[src/design/convolution_3x3_filter_defines.svh]
// Assertion macros of the 3x3 convolution filter, used by cnv3_merge.
// Depends on nothing; users must have i_clk and i_rst_n in scope.
`ifndef CONVOLUTION_3X3_FILTER_DEFINES_SVH
`define CONVOLUTION_3X3_FILTER_DEFINES_SVH

// Same-cycle implication, disabled while reset is held
`define CNV3_ASSERT_IMP(name, ante, cons, msg) \
    name: assert property (@(posedge i_clk) disable iff (!i_rst_n) (ante) |-> (cons)) \
        else $error(msg);

// Next-cycle implication, disabled while reset is held
`define CNV3_ASSERT_NXT(name, ante, cons, msg) \
    name: assert property (@(posedge i_clk) disable iff (!i_rst_n) (ante) |=> (cons)) \
        else $error(msg);

`endif

[src/design/cnv3_pkg.sv]
// Types and constants of the 3x3 convolution filter.
// Depends on nothing; imported by every module of the block.
package cnv3_pkg;

    localparam int MAX_WIDTH      = 1024;
    localparam int ADDR_W         = $clog2(MAX_WIDTH);
    localparam int WIDTH_W        = 11;
    localparam int HEIGHT_W       = 12;
    localparam int PIX_BITS       = 8;
    localparam int NUM_CHAN       = 3;
    localparam int PIXW           = PIX_BITS * NUM_CHAN;
    localparam int COEF_W         = 12;
    localparam int COEF_FRAC_BITS = 8;
    localparam int KROW_W         = 3 * COEF_W;
    localparam int BIAS_W         = 9;
    localparam int PROD_W         = PIX_BITS + 1 + COEF_W;
    localparam int SUM_W          = 24;
    localparam int CFG_IDX_W      = 3;
    localparam int CFG_DATA_W     = KROW_W;

    localparam logic [WIDTH_W-1:0]  RST_IMAGE_WIDTH  = WIDTH_W'(256);
    localparam logic [HEIGHT_W-1:0] RST_IMAGE_HEIGHT = HEIGHT_W'(256);
    localparam logic [KROW_W-1:0]   RST_KERNEL_ROW   = KROW_W'(36'h01C01C01C);

    // Configuration register indexes
    typedef enum logic [CFG_IDX_W-1:0] {
        CFG_IMAGE_WIDTH       = 3'd0,
        CFG_IMAGE_HEIGHT      = 3'd1,
        CFG_COLOR_MODE        = 3'd2,
        CFG_KERNEL_ROW_TOP    = 3'd3,
        CFG_KERNEL_ROW_MIDDLE = 3'd4,
        CFG_KERNEL_ROW_BOTTOM = 3'd5,
        CFG_BIAS_OFFSET       = 3'd6
    } t_cfg_idx;

    typedef struct packed {
        logic [PIX_BITS-1:0] pixel_red;
        logic [PIX_BITS-1:0] pixel_green;
        logic [PIX_BITS-1:0] pixel_blue;
        logic                frame_start;
    } t_in_word;

    typedef struct packed {
        logic [ADDR_W-1:0]   out_col;
        logic [HEIGHT_W-1:0] out_row;
        logic [PIX_BITS-1:0] out_red;
        logic [PIX_BITS-1:0] out_green;
        logic [PIX_BITS-1:0] out_blue;
        logic                frame_last;
    } t_out_word;

    // Position and flags of a result travelling beside the window
    typedef struct packed {
        logic                valid;
        logic [ADDR_W-1:0]   col;
        logic [HEIGHT_W-1:0] row;
        logic                last;
    } t_tag;

    typedef logic [2:0][2:0][PIXW-1:0]      t_window;
    typedef logic [8:0][PIX_BITS-1:0]       t_chan_win;
    typedef logic [8:0][COEF_W-1:0]         t_coef_set;
    typedef logic [NUM_CHAN-1:0][PIX_BITS-1:0] t_chan_set;

endpackage

[src/design/cnv3_lane.sv]
// One colour lane: nine products, row sums, bias and clamp to 0..255.
// Depends on cnv3_pkg.
module cnv3_lane import cnv3_pkg::*; (
    input  logic                     i_clk,
    input  logic                     i_en,
    input  t_chan_win                i_pix,
    input  t_coef_set                i_coef,
    input  logic signed [BIAS_W-1:0] i_bias,
    output logic [PIX_BITS-1:0]      o_value
);

    logic signed [PROD_W-1:0] r_prod [9];
    logic signed [SUM_W-1:0]  r_row  [3];
    logic signed [SUM_W-1:0]  total;
    logic [PIX_BITS-1:0]      r_val, n_val;

    // Add the rows and the scaled bias, then clamp
    always_comb begin
        total = r_row[0] + r_row[1] + r_row[2]
                + (SUM_W'(i_bias) <<< COEF_FRAC_BITS);
        if (total[SUM_W-1]) begin
            n_val = '0;
        end else if (|total[SUM_W-2:COEF_FRAC_BITS+PIX_BITS]) begin
            n_val = '1;
        end else begin
            n_val = total[COEF_FRAC_BITS +: PIX_BITS];
        end
    end

    // Products, then row sums, then the clamped value
    always_ff @(posedge i_clk) begin
        if (i_en) begin
            for (int k = 0; k < 9; k++) begin
                r_prod[k] <= $signed({1'b0, i_pix[k]}) * $signed(i_coef[k]);
            end
            for (int r = 0; r < 3; r++) begin
                r_row[r] <= SUM_W'(r_prod[3*r]) + SUM_W'(r_prod[3*r+1])
                            + SUM_W'(r_prod[3*r+2]);
            end
            r_val <= n_val;
        end
    end

    assign o_value = r_val;

endmodule

[config.mk]
export PLATFORM = sky130hd
export DESIGN_NAME = cnv3_lane
export DESIGN_NICKNAME = d
export VERILOG_FILES = /design/src/design/convolution_3x3_filter_defines.svh /design/src/design/cnv3_pkg.sv /design/src/design/cnv3_lane.sv
export SDC_FILE = /design/constraint.sdc
export NUM_CORES = 2
export LEC_CHECK = 0
export ABC_CLOCK_PERIOD_IN_PS = 6500
export BUFFER_PORTS_ARGS = -buffer_cell sky130_fd_sc_hd__clkbuf_2
export CAP_MARGIN = 40
export CORE_MARGIN = 4
export CORE_UTILIZATION = 60
export CTS_CLUSTER_DIAMETER = 150
export DETAILED_ROUTE_END_ITERATION = 8
export PLACE_DENSITY = 0.78
export SYNTH_ARGS = -nofsm -noshare
export SYNTH_HDL_FRONTEND = slang
export SYNTH_SLANG_ARGS = --single-unit
[constraint.sdc]
create_clock -name i_clk -period 6.5 [get_ports i_clk]
set_input_delay 0.325 -clock i_clk [delete_from_list [all_inputs] [get_ports i_clk]]
set_output_delay 0.325 -clock i_clk [all_outputs]
set_load 0.005 [all_outputs]
# Yosys cells after proc, flatten, opt, wreduce, memory -nomap -nowiden
# Memories as Yosys holds them, arrays and structs flattened.
# Cells that the tools add are included.
# word_totals
regBits	8
mem_bits_rw	261
in_bits	191
output_inout_bits	8
memories	2
# op_classes
add_sub_neg	9
n_mul	9
muxes	3
n_reduce_logical	1
# mem_list
name	words	width	rd	rd_ports_with_merged_regs	wr	line	source
r_prod	9	21	9	0	9	cnv3_lane.sv:12	logic signed [PROD_W-1:0] r_prod [9];
r_row	3	24	3	0	3	cnv3_lane.sv:13	logic signed [SUM_W-1:0] r_row [3];
# ops
op	n
9-bit by 12-bit multiplier with 21-bit output	9
22-bit by 21-bit adder with 23-bit output	3
21-bit by 21-bit adder with 22-bit output	3
24-bit adder	2
24-bit by 17-bit adder with 24-bit output	1
8-bit 2-to-1 mux	1
7-bit OR reduction	1
1-bit 2-to-1 mux	2

# Longest topological paths before layout
# logic_depth
ltp_word	5
depth_mapped	21

# Worst setup path before layout
# OpenSTA, ideal clock, no wires.
# synth_timing
path_type	input to register
from	input i_pix[0] (netlist bit)
to	memory r_prod[0][20] (netlist bit), data pin
arrival_time_ps	4658
path_slack_ps	1583
cell_stages	19
path_buffers	1
cell_sequence	clkbuf_1 -> nand2_1 -> fa_1 -> inv_1 -> fa_1 -> ha_1 -> inv_1 -> fa_1 -> inv_1 -> fa_1 -> a21o_1 -> a21oi_1 -> o21bai_1 -> a211oi_1 -> o31ai_1 -> o41ai_1 -> o211ai_1 -> a21oi_1 -> xnor2_1
# synth_lines
item	line	source
start, declared	cnv3_lane.sv:6	input t_chan_win i_pix,
end, declared	cnv3_lane.sv:12	

==> impl_metrics.ini <==
[timing]
rsz0062_at_grt = no
timing.setup.tns_ns = 0
finalSetupViolations = 0
worst_slew_slack_as_a_fraction_of_its_limit_pct = 37.2
worst_clock_skew_ns = 0.0285
tightest_slew_ns = 0.941
clock.fmax_ghz = 0.208
maxSlewViolCount = 0
min_period_ns = 4.81
report.final.hold_viol_count = 0
fin_crit_sh_pct = 74.0

[grt]
grt_util_met1_pct = 35.0
grt_usage_pct = 25.2
grt-ovfl-total = 0
grt_pass1_vias = 34005
maximum_number_of_pins_on_one_net_before_global_route_repair = 160
gr-max-usage-layer = met2
use_met2_pct = 42.2
met3_usage_pct = 4.02
grt_first_pass_wirelength_um = 168000
antenna_found_initial = 4

[floorplanning]
chipHeight_um = 286
coreArea_sq_um = 76200
fp-row-count = 101
floorplan.io_pins = 199
design.die.area_sq_um = 81700
die_width_um = 286
floorplan.initialDensity_pct = 60.8

[cells_and_area]
most_common_library_cell_in_the_layout_ignoring_fill_and_taps = inv_1
most_used_cells_in_the_layout_excluding_fill_and_tap_cells = inv_1, fa_1, nand2_1, ha_1, and2_1
cell_count_final_fillers_out = 6048
filler_cell_count = 6040
drive_above_1_share_pct = 5.46
finish.net_count = 6455
area_growth_syn_to_layout_pct = 6.21
fin_util_pct = 64.6

[critical_path]
worstPathCellList = clkbuf_2, nand2_1, fa_1, inv_1, fa_1, ha_1, inv_1, fa_1, inv_1, fa_1, a21o_1, a21oi_1, o21bai_1, a211oi_1, o31ai_1, o41ai_1, o211ai_1, a21oi_1, xnor2_1
crit_required_ns = 6.81
worstSetupPathType = primary input to register
critPathMaxFanout = 12
slowest_stage = fa_1
crit_top_cell = fa_1
worstPathArrival_ns = 5.12
timing.critical_path.from_type = primary input
timing.critical_path.to_type = register
worst_path_largest_cell_delay_ns = 0.55

[clock_tree]
cts_made_buffers = 29
clk_transition_reported_paths_ns = 0.06
cts-hold-fix-buffers = 0
cts_htree_levels = 1
postCtsSetupRepairBufs = 0
cts_repair_resize_count = 0
ctsRootBufferMaster = clkbuf_16
clock_path_buffers = 3
clock_sinks = 266
cts_tree = yes
worstSkewPairLatency_ns = 0.57

[routing]
wl_per_cell_um = 16.3
drc = 0
vias_per_cell = 5.34
final_antenna_net_count = 0
dr_total_vias = 32323
drt_iter0_drc = 2077
postRouteWirelength_um = 98700
firstDrtPassIters = 5

[place]
hpwlAfterDp_um = 83400
place_congestion = 0.904
port-buffer-count = 198
placed_cells_incl_taps = 5990

[synth]
synth_nets = 6309
synth_enable_flop_cells = 266
post_synth_inst_count = 4845
mean_instance_size_in_the_synthesized_netlist_sq_um = 9.56
synth_cell_type_count = 65
seq_area_frac_synth_pct = 17.2
synth-warning-count = 0
ys.flop_type = edfxtp_1
async_flop_share_pct = 0
synth_area_sq_um = 46300
yosys_register_bits = 266

[hold_path]
hold_path.class = primary input to register

[job]
drv.max_cap_violation_count = 0

[outcome]
status = complete, no violations
## critical path: cells and delay by family
family	cells	cell delay [ns]
fa+ha+maj	5	2.15
compound gates	8	2.00
buf+inv	4	0.42
simple gates	1	0.14
xor+xnor	1	0.08
## metal layers
metal	vias up	part of all wire, %
li1	15114	-
met1	16167	43
met2	874	48
met3	164	6.6
met4	4	2.6
met5	-	0.021
## synth_stat cells (4+ instances only)
master / instances / area [sq um]
fa_1: 805 / 16100
nor3_1: 56 / 280
a31o_2: 5 / 43.8
nor2b_1: 18 / 113
nand3_1: 56 / 280
nor2_1: 94 / 353
o21bai_1: 25 / 188
a31oi_1: 24 / 150
inv_1: 1288 / 4830
a211o_1: 14 / 123
nand3b_1: 6 / 45.0
xor2_1: 35 / 307
o211ai_1: 9 / 67.6
a221oi_1: 6 / 52.6
and4b_1: 4 / 40.0
and3_1: 32 / 200
o31a_1: 4 / 35.0
o21ai_0: 24 / 120
nor4_1: 4 / 25.0
or3_1: 26 / 163
nand2_1: 520 / 1950
o21a_1: 16 / 120
ha_1: 468 / 5860
a21o_1: 36 / 270
o21ai_1: 24 / 120
a311oi_1: 11 / 96.3
xnor2_1: 191 / 1670
edfxtp_1: 266 / 7990
a211oi_1: 14 / 105
clkbuf_1: 83 / 312
mux2i_1: 4 / 40.0
and2_1: 431 / 2700
o31ai_1: 21 / 158
nand2b_1: 16 / 100
or2_2: 15 / 93.8
o311a_1: 6 / 60.1
o2111ai_1: 9 / 78.8
and4_1: 5 / 43.8
nand4_1: 4 / 25.0
a21oi_1: 132 / 661
## through the flow
| step | hold slack [ns] | instance area (sq um) | setup WS, ns |
|---|---|---|---|
| after floorplan | 0.437 | 46300 | 1.58 |
| after global placement | 0.726 | 48300 | 1.21 |
| after detailed placement | 0.731 | 48300 | 1.14 |
| after CTS | 0.126 | 49200 | 1.72 |
| after global routing | 0.168 | 49200 | 1.24 |
| final | 0.155 | 49200 | 1.69 |
## final cells by class
cell class | instances | area (sq um) | share of cell area, %
inverters | 1288 | 4830 | 9.82
flip-flops and latches | 266 | 7990 | 16.2
diodes | 4 | 10.0 | 0.0203
well taps | 1030 | 1290 | 2.62
clock buffers | 31 | 733 | 1.49
repair buffers | 199 | 1020 | 2.07
multi-input cells | 3207 | 33200 | 67.5
clock inverters | 23 | 140 | 0.285
## final timing paths
path	startpoint	endpoint	slack, ns	depth (start not counted)
max	i_pix[0]	r_prod[0][20]	1.69	19
min	i_coef[48]	r_prod[2][0]	0.16	2
max reg2reg	r_row[0][8]	o_value[6]	1.91	14
min reg2reg	r_prod[1][22]	r_row[0][25]	0.79	2
## flip-flops by register name, indices dropped and copies added (netlist names)
signal / cells
o_value: 8
r_prod: 189
r_row: 69
## cell families (layout without fill, tap and decap cells)
kind of cell    after synthesis  count (layout)  share of synthesized area [%]
fa+ha+maj                  1273            1273                           47.4
flops                       266             266                           17.2
simple gates               1295            1295                           14.0
xor+xnor                    226             226                           4.27
other cells                   0               4                              0
buf+inv                    1372            1541                           11.1
compound gates              409             409                           5.89
mux                           4               4                         0.0864
Power is left out: the tool's default activity adds up to more than one toggle a clock period on the data nets, which glitch-free logic cannot reach.
