## src/design/convolution_3x3_filter_defines.svh

```systemverilog
// Assertion macros of the 3x3 convolution filter, used by cnv3_merge.
// Depends on nothing; users must have i_clk and i_rst_n in scope.
`ifndef CONVOLUTION_3X3_FILTER_DEFINES_SVH
`define CONVOLUTION_3X3_FILTER_DEFINES_SVH

// Same-cycle implication, disabled while reset is held
`define CNV3_ASSERT_IMP(name, ante, cons, msg) \
    name: assert property (@(posedge i_clk) disable iff (!i_rst_n) (ante) |-> (cons)) \
        else $error(msg);

// Next-cycle implication, disabled while reset is held
`define CNV3_ASSERT_NXT(name, ante, cons, msg) \
    name: assert property (@(posedge i_clk) disable iff (!i_rst_n) (ante) |=> (cons)) \
        else $error(msg);

`endif

```

## src/design/cnv3_pkg.sv

```systemverilog
// Types and constants of the 3x3 convolution filter.
// Depends on nothing; imported by every module of the block.
package cnv3_pkg;

    localparam int MAX_WIDTH      = 1024;
    localparam int ADDR_W         = $clog2(MAX_WIDTH);
    localparam int WIDTH_W        = 11;
    localparam int HEIGHT_W       = 12;
    localparam int PIX_BITS       = 8;
    localparam int NUM_CHAN       = 3;
    localparam int PIXW           = PIX_BITS * NUM_CHAN;
    localparam int COEF_W         = 12;
    localparam int COEF_FRAC_BITS = 8;
    localparam int KROW_W         = 3 * COEF_W;
    localparam int BIAS_W         = 9;
    localparam int PROD_W         = PIX_BITS + 1 + COEF_W;
    localparam int SUM_W          = 24;
    localparam int CFG_IDX_W      = 3;
    localparam int CFG_DATA_W     = KROW_W;

    localparam logic [WIDTH_W-1:0]  RST_IMAGE_WIDTH  = WIDTH_W'(256);
    localparam logic [HEIGHT_W-1:0] RST_IMAGE_HEIGHT = HEIGHT_W'(256);
    localparam logic [KROW_W-1:0]   RST_KERNEL_ROW   = KROW_W'(36'h01C01C01C);

    // Configuration register indexes
    typedef enum logic [CFG_IDX_W-1:0] {
        CFG_IMAGE_WIDTH       = 3'd0,
        CFG_IMAGE_HEIGHT      = 3'd1,
        CFG_COLOR_MODE        = 3'd2,
        CFG_KERNEL_ROW_TOP    = 3'd3,
        CFG_KERNEL_ROW_MIDDLE = 3'd4,
        CFG_KERNEL_ROW_BOTTOM = 3'd5,
        CFG_BIAS_OFFSET       = 3'd6
    } t_cfg_idx;

    typedef struct packed {
        logic [PIX_BITS-1:0] pixel_red;
        logic [PIX_BITS-1:0] pixel_green;
        logic [PIX_BITS-1:0] pixel_blue;
        logic                frame_start;
    } t_in_word;

    typedef struct packed {
        logic [ADDR_W-1:0]   out_col;
        logic [HEIGHT_W-1:0] out_row;
        logic [PIX_BITS-1:0] out_red;
        logic [PIX_BITS-1:0] out_green;
        logic [PIX_BITS-1:0] out_blue;
        logic                frame_last;
    } t_out_word;

    // Position and flags of a result travelling beside the window
    typedef struct packed {
        logic                valid;
        logic [ADDR_W-1:0]   col;
        logic [HEIGHT_W-1:0] row;
        logic                last;
    } t_tag;

    typedef logic [2:0][2:0][PIXW-1:0]      t_window;
    typedef logic [8:0][PIX_BITS-1:0]       t_chan_win;
    typedef logic [8:0][COEF_W-1:0]         t_coef_set;
    typedef logic [NUM_CHAN-1:0][PIX_BITS-1:0] t_chan_set;

endpackage

```

## src/design/cnv3_merge.sv

```systemverilog
// Joins the lane results with their position into output words; skid stage.
// Depends on cnv3_pkg and convolution_3x3_filter_defines.svh.
`include "convolution_3x3_filter_defines.svh"

module cnv3_merge import cnv3_pkg::*; (
    input  logic      i_clk,
    input  logic      i_rst_n,
    input  t_tag      i_tag,
    input  t_chan_set i_chan,
    input  logic      i_color_mode,
    input  logic      i_ready,
    output logic      o_valid,
    output t_out_word o_word,
    output logic      o_advance
);

    t_tag      r_tag [3];
    t_out_word n_word, r_out, r_skid;
    logic      r_out_valid, r_skid_valid;
    logic      advance, take, fresh;

    assign advance = !r_skid_valid;
    assign take    = r_out_valid && i_ready;
    assign fresh   = advance && r_tag[2].valid;

    // Delay the tag by the depth of the lanes
    always_ff @(posedge i_clk) begin
        if (!i_rst_n) begin
            for (int k = 0; k < 3; k++) begin
                r_tag[k] <= '0;
            end
        end else if (advance) begin
            r_tag[0] <= i_tag;
            r_tag[1] <= r_tag[0];
            r_tag[2] <= r_tag[1];
        end
    end

    // Build the word; gray mode keeps only the red lane
    always_comb begin
        n_word.out_col    = r_tag[2].col;
        n_word.out_row    = r_tag[2].row;
        n_word.out_red    = i_chan[0];
        n_word.out_green  = i_color_mode ? i_chan[1] : '0;
        n_word.out_blue   = i_color_mode ? i_chan[2] : '0;
        n_word.frame_last = r_tag[2].last;
    end

    // Output register with a one-word skid behind it
    always_ff @(posedge i_clk) begin
        if (!i_rst_n) begin
            r_out_valid  <= 1'b0;
            r_skid_valid <= 1'b0;
        end else if (r_skid_valid) begin
            if (take) begin
                r_out        <= r_skid;
                r_skid_valid <= 1'b0;
            end
        end else if (fresh) begin
            if (!r_out_valid || take) begin
                r_out       <= n_word;
                r_out_valid <= 1'b1;
            end else begin
                r_skid       <= n_word;
                r_skid_valid <= 1'b1;
            end
        end else if (take) begin
            r_out_valid <= 1'b0;
        end
    end

    assign o_valid   = r_out_valid;
    assign o_word    = r_out;
    assign o_advance = advance;

    `CNV3_ASSERT_IMP(a_skid_behind_out, r_skid_valid, r_out_valid, "skid full with output empty")
    `CNV3_ASSERT_NXT(a_skid_fill, r_out_valid && !i_ready && !r_skid_valid && r_tag[2].valid, r_skid_valid, "stalled word not caught in skid")
    `CNV3_ASSERT_NXT(a_skid_hold, r_skid_valid && !i_ready, r_skid_valid && $stable(r_skid), "skid word lost while stalled")

endmodule

```

## config.mk

```make
export PLATFORM = sky130hd
export DESIGN_NAME = cnv3_merge
export DESIGN_NICKNAME = d
export VERILOG_FILES = /design/src/design/cnv3_pkg.sv /design/src/design/cnv3_merge.sv
export VERILOG_INCLUDE_DIRS = /design/src /design/src/design
export SDC_FILE = /design/constraint.sdc
export NUM_CORES = 1
export LEC_CHECK = 0
export ABC_AREA = 1
export BUFFER_PORTS_ARGS = -buffer_cell sky130_fd_sc_hd__buf_4
export CAP_MARGIN = 30
export CORE_ASPECT_RATIO = 0.9
export CORE_MARGIN = 3
export CORE_UTILIZATION = 40
export CTS_BUF_LIST = sky130_fd_sc_hd__clkbuf_8
export CTS_CLUSTER_DIAMETER = 200
export DETAILED_ROUTE_END_ITERATION = 10
export SLEW_MARGIN = 10
export SYNTH_ARGS = -nofsm -noshare
export SYNTH_HDL_FRONTEND = slang
export SYNTH_SLANG_ARGS = --single-unit
```

## constraint.sdc

```tcl
create_clock -name i_clk -period 6.1 [get_ports i_clk]
set_input_delay 0.915 -clock i_clk [delete_from_list [all_inputs] [get_ports i_clk]]
set_output_delay 0.915 -clock i_clk [all_outputs]
set_load 0.05 [all_outputs]
```

Yosys cells after proc, flatten, opt, wreduce, memory -nomap -nowiden
Memories as Yosys holds them, arrays and structs flattened.
Cells that the tools add are included.
- add/sub/neg operators: 0
- multiply operators: 0
- div/mod/pow operators: 0
- $lt $le $gt $ge: 0
- equality and inequality tests: 2
- shifts and indexed selects: 0
- muxes and demuxes: 20
- bitwise gates (word level): 5
- reduce and logical (&&, ||, !) cells: 11
- operators with widths (operator ; number):
    2-to-1 mux 47 bit ; 4
    2-to-1 mux 24 bit ; 3
    2-to-1 mux 8 bit ; 2
    2-to-1 mux 1 bit ; 11
    AND reduction 4 bit ; 2
    nonzero test 2 bit ; 3
    inequality test 2 x 1 -> 1 bit (second input constant) ; 2
    OR 1 bit ; 3
    AND reduction 3 bit ; 1
    logical AND 1 bit ; 2
    logical NOT 1 bit ; 2
    inverter 1 bit ; 2
    logical OR 1 bit ; 1
- flip-flop bits (word level): 96
- bits in latches: 0
- RAM bits: 72
- ROM bits: 0
- input port bits: 52
- output and inout bits: 49
- memories kept: 1
- memories (memory ; depth ; bits a word ; rd ports ; clocked after memory_dff ; wr ports ; line ; text):
    r_tag ; 3 ; 24 ; 3 ; 0 ; 3 ; cnv3_merge.sv:17 ; t_tag r_tag [3];

Logic depth before layout (Yosys ltp)
- depth in word-level cells: 5
- mapped depth: 4
- depth with buffers taken out: 4

Least setup slack after synthesis
OpenSTA, ideal clock, no wires.
- path type: input-to-reg
- from: input port i_ready
- to: register r_skid[0] (netlist name), enable pin
- library setup time: 0.452 ns
- data arrival time: 3.077 ns
- slack: 2.571 ns
- stages: 3
- path buffers: 0
- path through: nor2_1 nand2_1 nor2_1
- cells in the longest elaborated chain, start to end: 4
- ends and longest elaborated chain (element ; line ; text):
    from (decl) ; cnv3_merge.sv:11 ; input logic i_ready,
    logical AND 1 bit ; cnv3_merge.sv:23 ; assign take = r_out_valid && i_ready;
    logical OR 1 bit ; cnv3_merge.sv:60 ; if (!r_out_valid || take) begin
    inverter 1 bit (no source line) ; n/a ;
    AND reduction 4 bit (no source line) ; n/a ;
    to (signal assigned) ; cnv3_merge.sv:64 ; r_skid <= n_word;
    to (decl) ; cnv3_merge.sv:18 ; t_out_word n_word, r_out, r_skid;
No other way between the ends.
A chain may end at the register's enable or synchronous reset.

Final worst setup path
- from: register r_skid_valid
- to: output port o_advance
- cells in the longest elaborated chain, start to end: 1
- ends and longest elaborated chain (element ; line ; text):
    from (decl) ; cnv3_merge.sv:19 ; logic r_out_valid, r_skid_valid;
    from (signal assigned) ; cnv3_merge.sv:53 ; r_skid_valid <= 1'b0;
    from (signal assigned) ; cnv3_merge.sv:57 ; r_skid_valid <= 1'b0;
    from (signal assigned) ; cnv3_merge.sv:65 ; r_skid_valid <= 1'b1;
    logical NOT 1 bit ; cnv3_merge.sv:22 ; assign advance = !r_skid_valid;
    to (decl) ; cnv3_merge.sv:14 ; output logic o_advance
No other way between the ends.

==> metrics.txt <==
Slew Limit Fails 0; RSZ-0062 raised after global routing false; sequential fraction of the synthesis area 0.7879; Slew @ Worst Pin 0.8961 ns; DP HPWL 6.276 mm; WS Path Type reg2out; Final Util 0.4973; Worst Skew 0.01103 ns; # H-tree levels 4; Hold Vio Cnt, Final 0; fin area 7705 um2; synthesized area per cell 12.58 um2; Lkg Pwr 3.301 nW; Post-Synth Adder-Cell Area 0; die height 125.8 um; Worst VDD drop 0.0001300 V; Fmax 349.2 MHz; CP bufs+invs 3; most common cell after layout, fill and taps aside edfxtp_1; CTS tree done; first-pass GRT wire length 16.65 mm; largest family of logic cells by synthesized area simple AND/OR/NAND/NOR gates; Hold Crit Start r_tag[0][66]; diodes inserted 0; mapped cell area 6377 um2; Slew headroom 0.4026; GRT Util Overall 0.1196; Avg WL per Cell 12.00 um; initial core utilization 0.4116; # IOs 101; cell family with most CP delay buffers and inverters; r2r startpoint r_skid_valid; first-pass detailed-route iteration total 4; Chip Width 139.1 um; Routability Congestion 0.7550; antenna violations before repair 0; quantity of I/O buffers inserted on ports 100; simple-gate share of the synthesized area 0.1246; Root Buffer clkbuf_8; CP Data Required Time 5.18 ns; cts hold-fix bufs 0; status completed; Yosys reg bits 168; Syn-to-layout area delta 20.82%; vias in the first global route 3,351; Syn. warnings 0; CTS max path bufs 2; net count after synthesis 559; cts bufs inserted 17; largest net degree at the start of global routing 74; compound-gate portion of the synthesized area 0.01413; synth unique cells 13; Detail Route Antenna Nets 0; highest-count cells in the layout ignoring fill and taps edfxtp_1 (166), nand2_1 (131), buf_4 (103); cells after synthesis 507; Vias 3,456; Post-Synth XOR/XNOR Area 0; Vias/cell 4.184; nature of the critical path endpoint output pin; critical path startpoint r_skid_valid; die area 17,500 um2; arrival time worst endpoint 1.95 ns; quantity of gates resized following cts 0; crit-path cells buf_12 > inv_2 > buf_4; iteration-0 DRC count of the detailed router 293; grt ovf 0; final layout net count 663; critical path fanouts, max 42; crit-path max cell delay 0.49 ns; FILL cells 1,393; MaxCap Viol Count 0; Site Rows 43; CP max stage cell dfxtp_2; clock-pin slew on the worst setup and hold paths 0.08 ns; Tcrit/Tclk final 0.4694; power per cell area 276.5 nW/um2; total wire length 9.916 mm; TNS Setup 0 ns; min Tclk post-route 2.863 ns; CP Launch Type register; post-synthesis mux area share 0; placed instance area 7321 um2; Hold Path Class reg2reg; Final Setup Violations 0; layout cells sized above 1 0.2228; core area 15,490 um2; DRC 0; CTS Sinks 168; clk_lat worst skew 0.44 ns; Setup Buffers After CTS 0
-- final timing paths --
| kind | end | slack, ns | cells past startpoint |
|---|---|---|---|
| worst max register to register | r_skid[23] | 3.38 | 6 |
| worst min-delay path | r_skid[42] | 0.45 | 0 |
| worst min register to register | r_skid[42] | 0.45 | 0 |
| worst max-delay path | o_advance | 3.24 | 3 |
-- synthesized netlist by cell type, drive strengths merged --
cell type	count	area, um2
dfxtp	2	40.04
nor2	78	292.8
o21ai	18	90.08
edfxtp	166	4985
clkbuf	2	8.750
nand2	133	501.7
inv	91	341.6
buf	17	117.6
-- where the power goes --
part	switching, mW	total, mW	internal (mW)
logic	0.0478	0.0858	0.0380
registers	0.00710	1.29	1.28
clock network	0.365	0.753	0.388
-- registers in the layout (all words and copies together) (netlist names) --
name	count
r_skid	47
r_skid_valid	1
o_word	47
r_tag	72
o_valid	1
-- cells by family after synthesis --
family / after synthesis
flops: 168
simple gates: 211
compound gates: 18
buf+inv: 110
-- stage by stage --
step	power (mW)	hold slack (ns)	std cells	setup WS (ns)
detailed placement	1.405	0.4331	794	3.338
CTS	2.153	0.4522	826	3.185
finish	2.130	0.4516	826	3.237
global route	2.217	0.4606	826	3.070
global placement	1.403	0.4349	793	3.014
floorplan	1.365	0.4268	507	2.571
-- routing by layer --
metal,track usage,routed length [um],up-vias,part of all wire
met5,0,0,-,0
met4,0.05236,190,0,0.019
met3,0.03986,615,14,0.062
met2,0.1771,4458,96,0.45
met1,0.1627,4652,1529,0.47
li1,-,-,1817,-
-- final cells by class --
class                   instances  area [um2]  share of cell area
inverters                      91       341.6             0.04433
repair buffers                104       793.3              0.1030
multi-input cells             229       907.1              0.1177
clock inverters                12       108.9             0.01413
flip-flops and latches        168        5026              0.6523
clock buffers                  20       275.3             0.03573
well taps                     202       252.7             0.03280
Power figures use the tool's default switching activity.
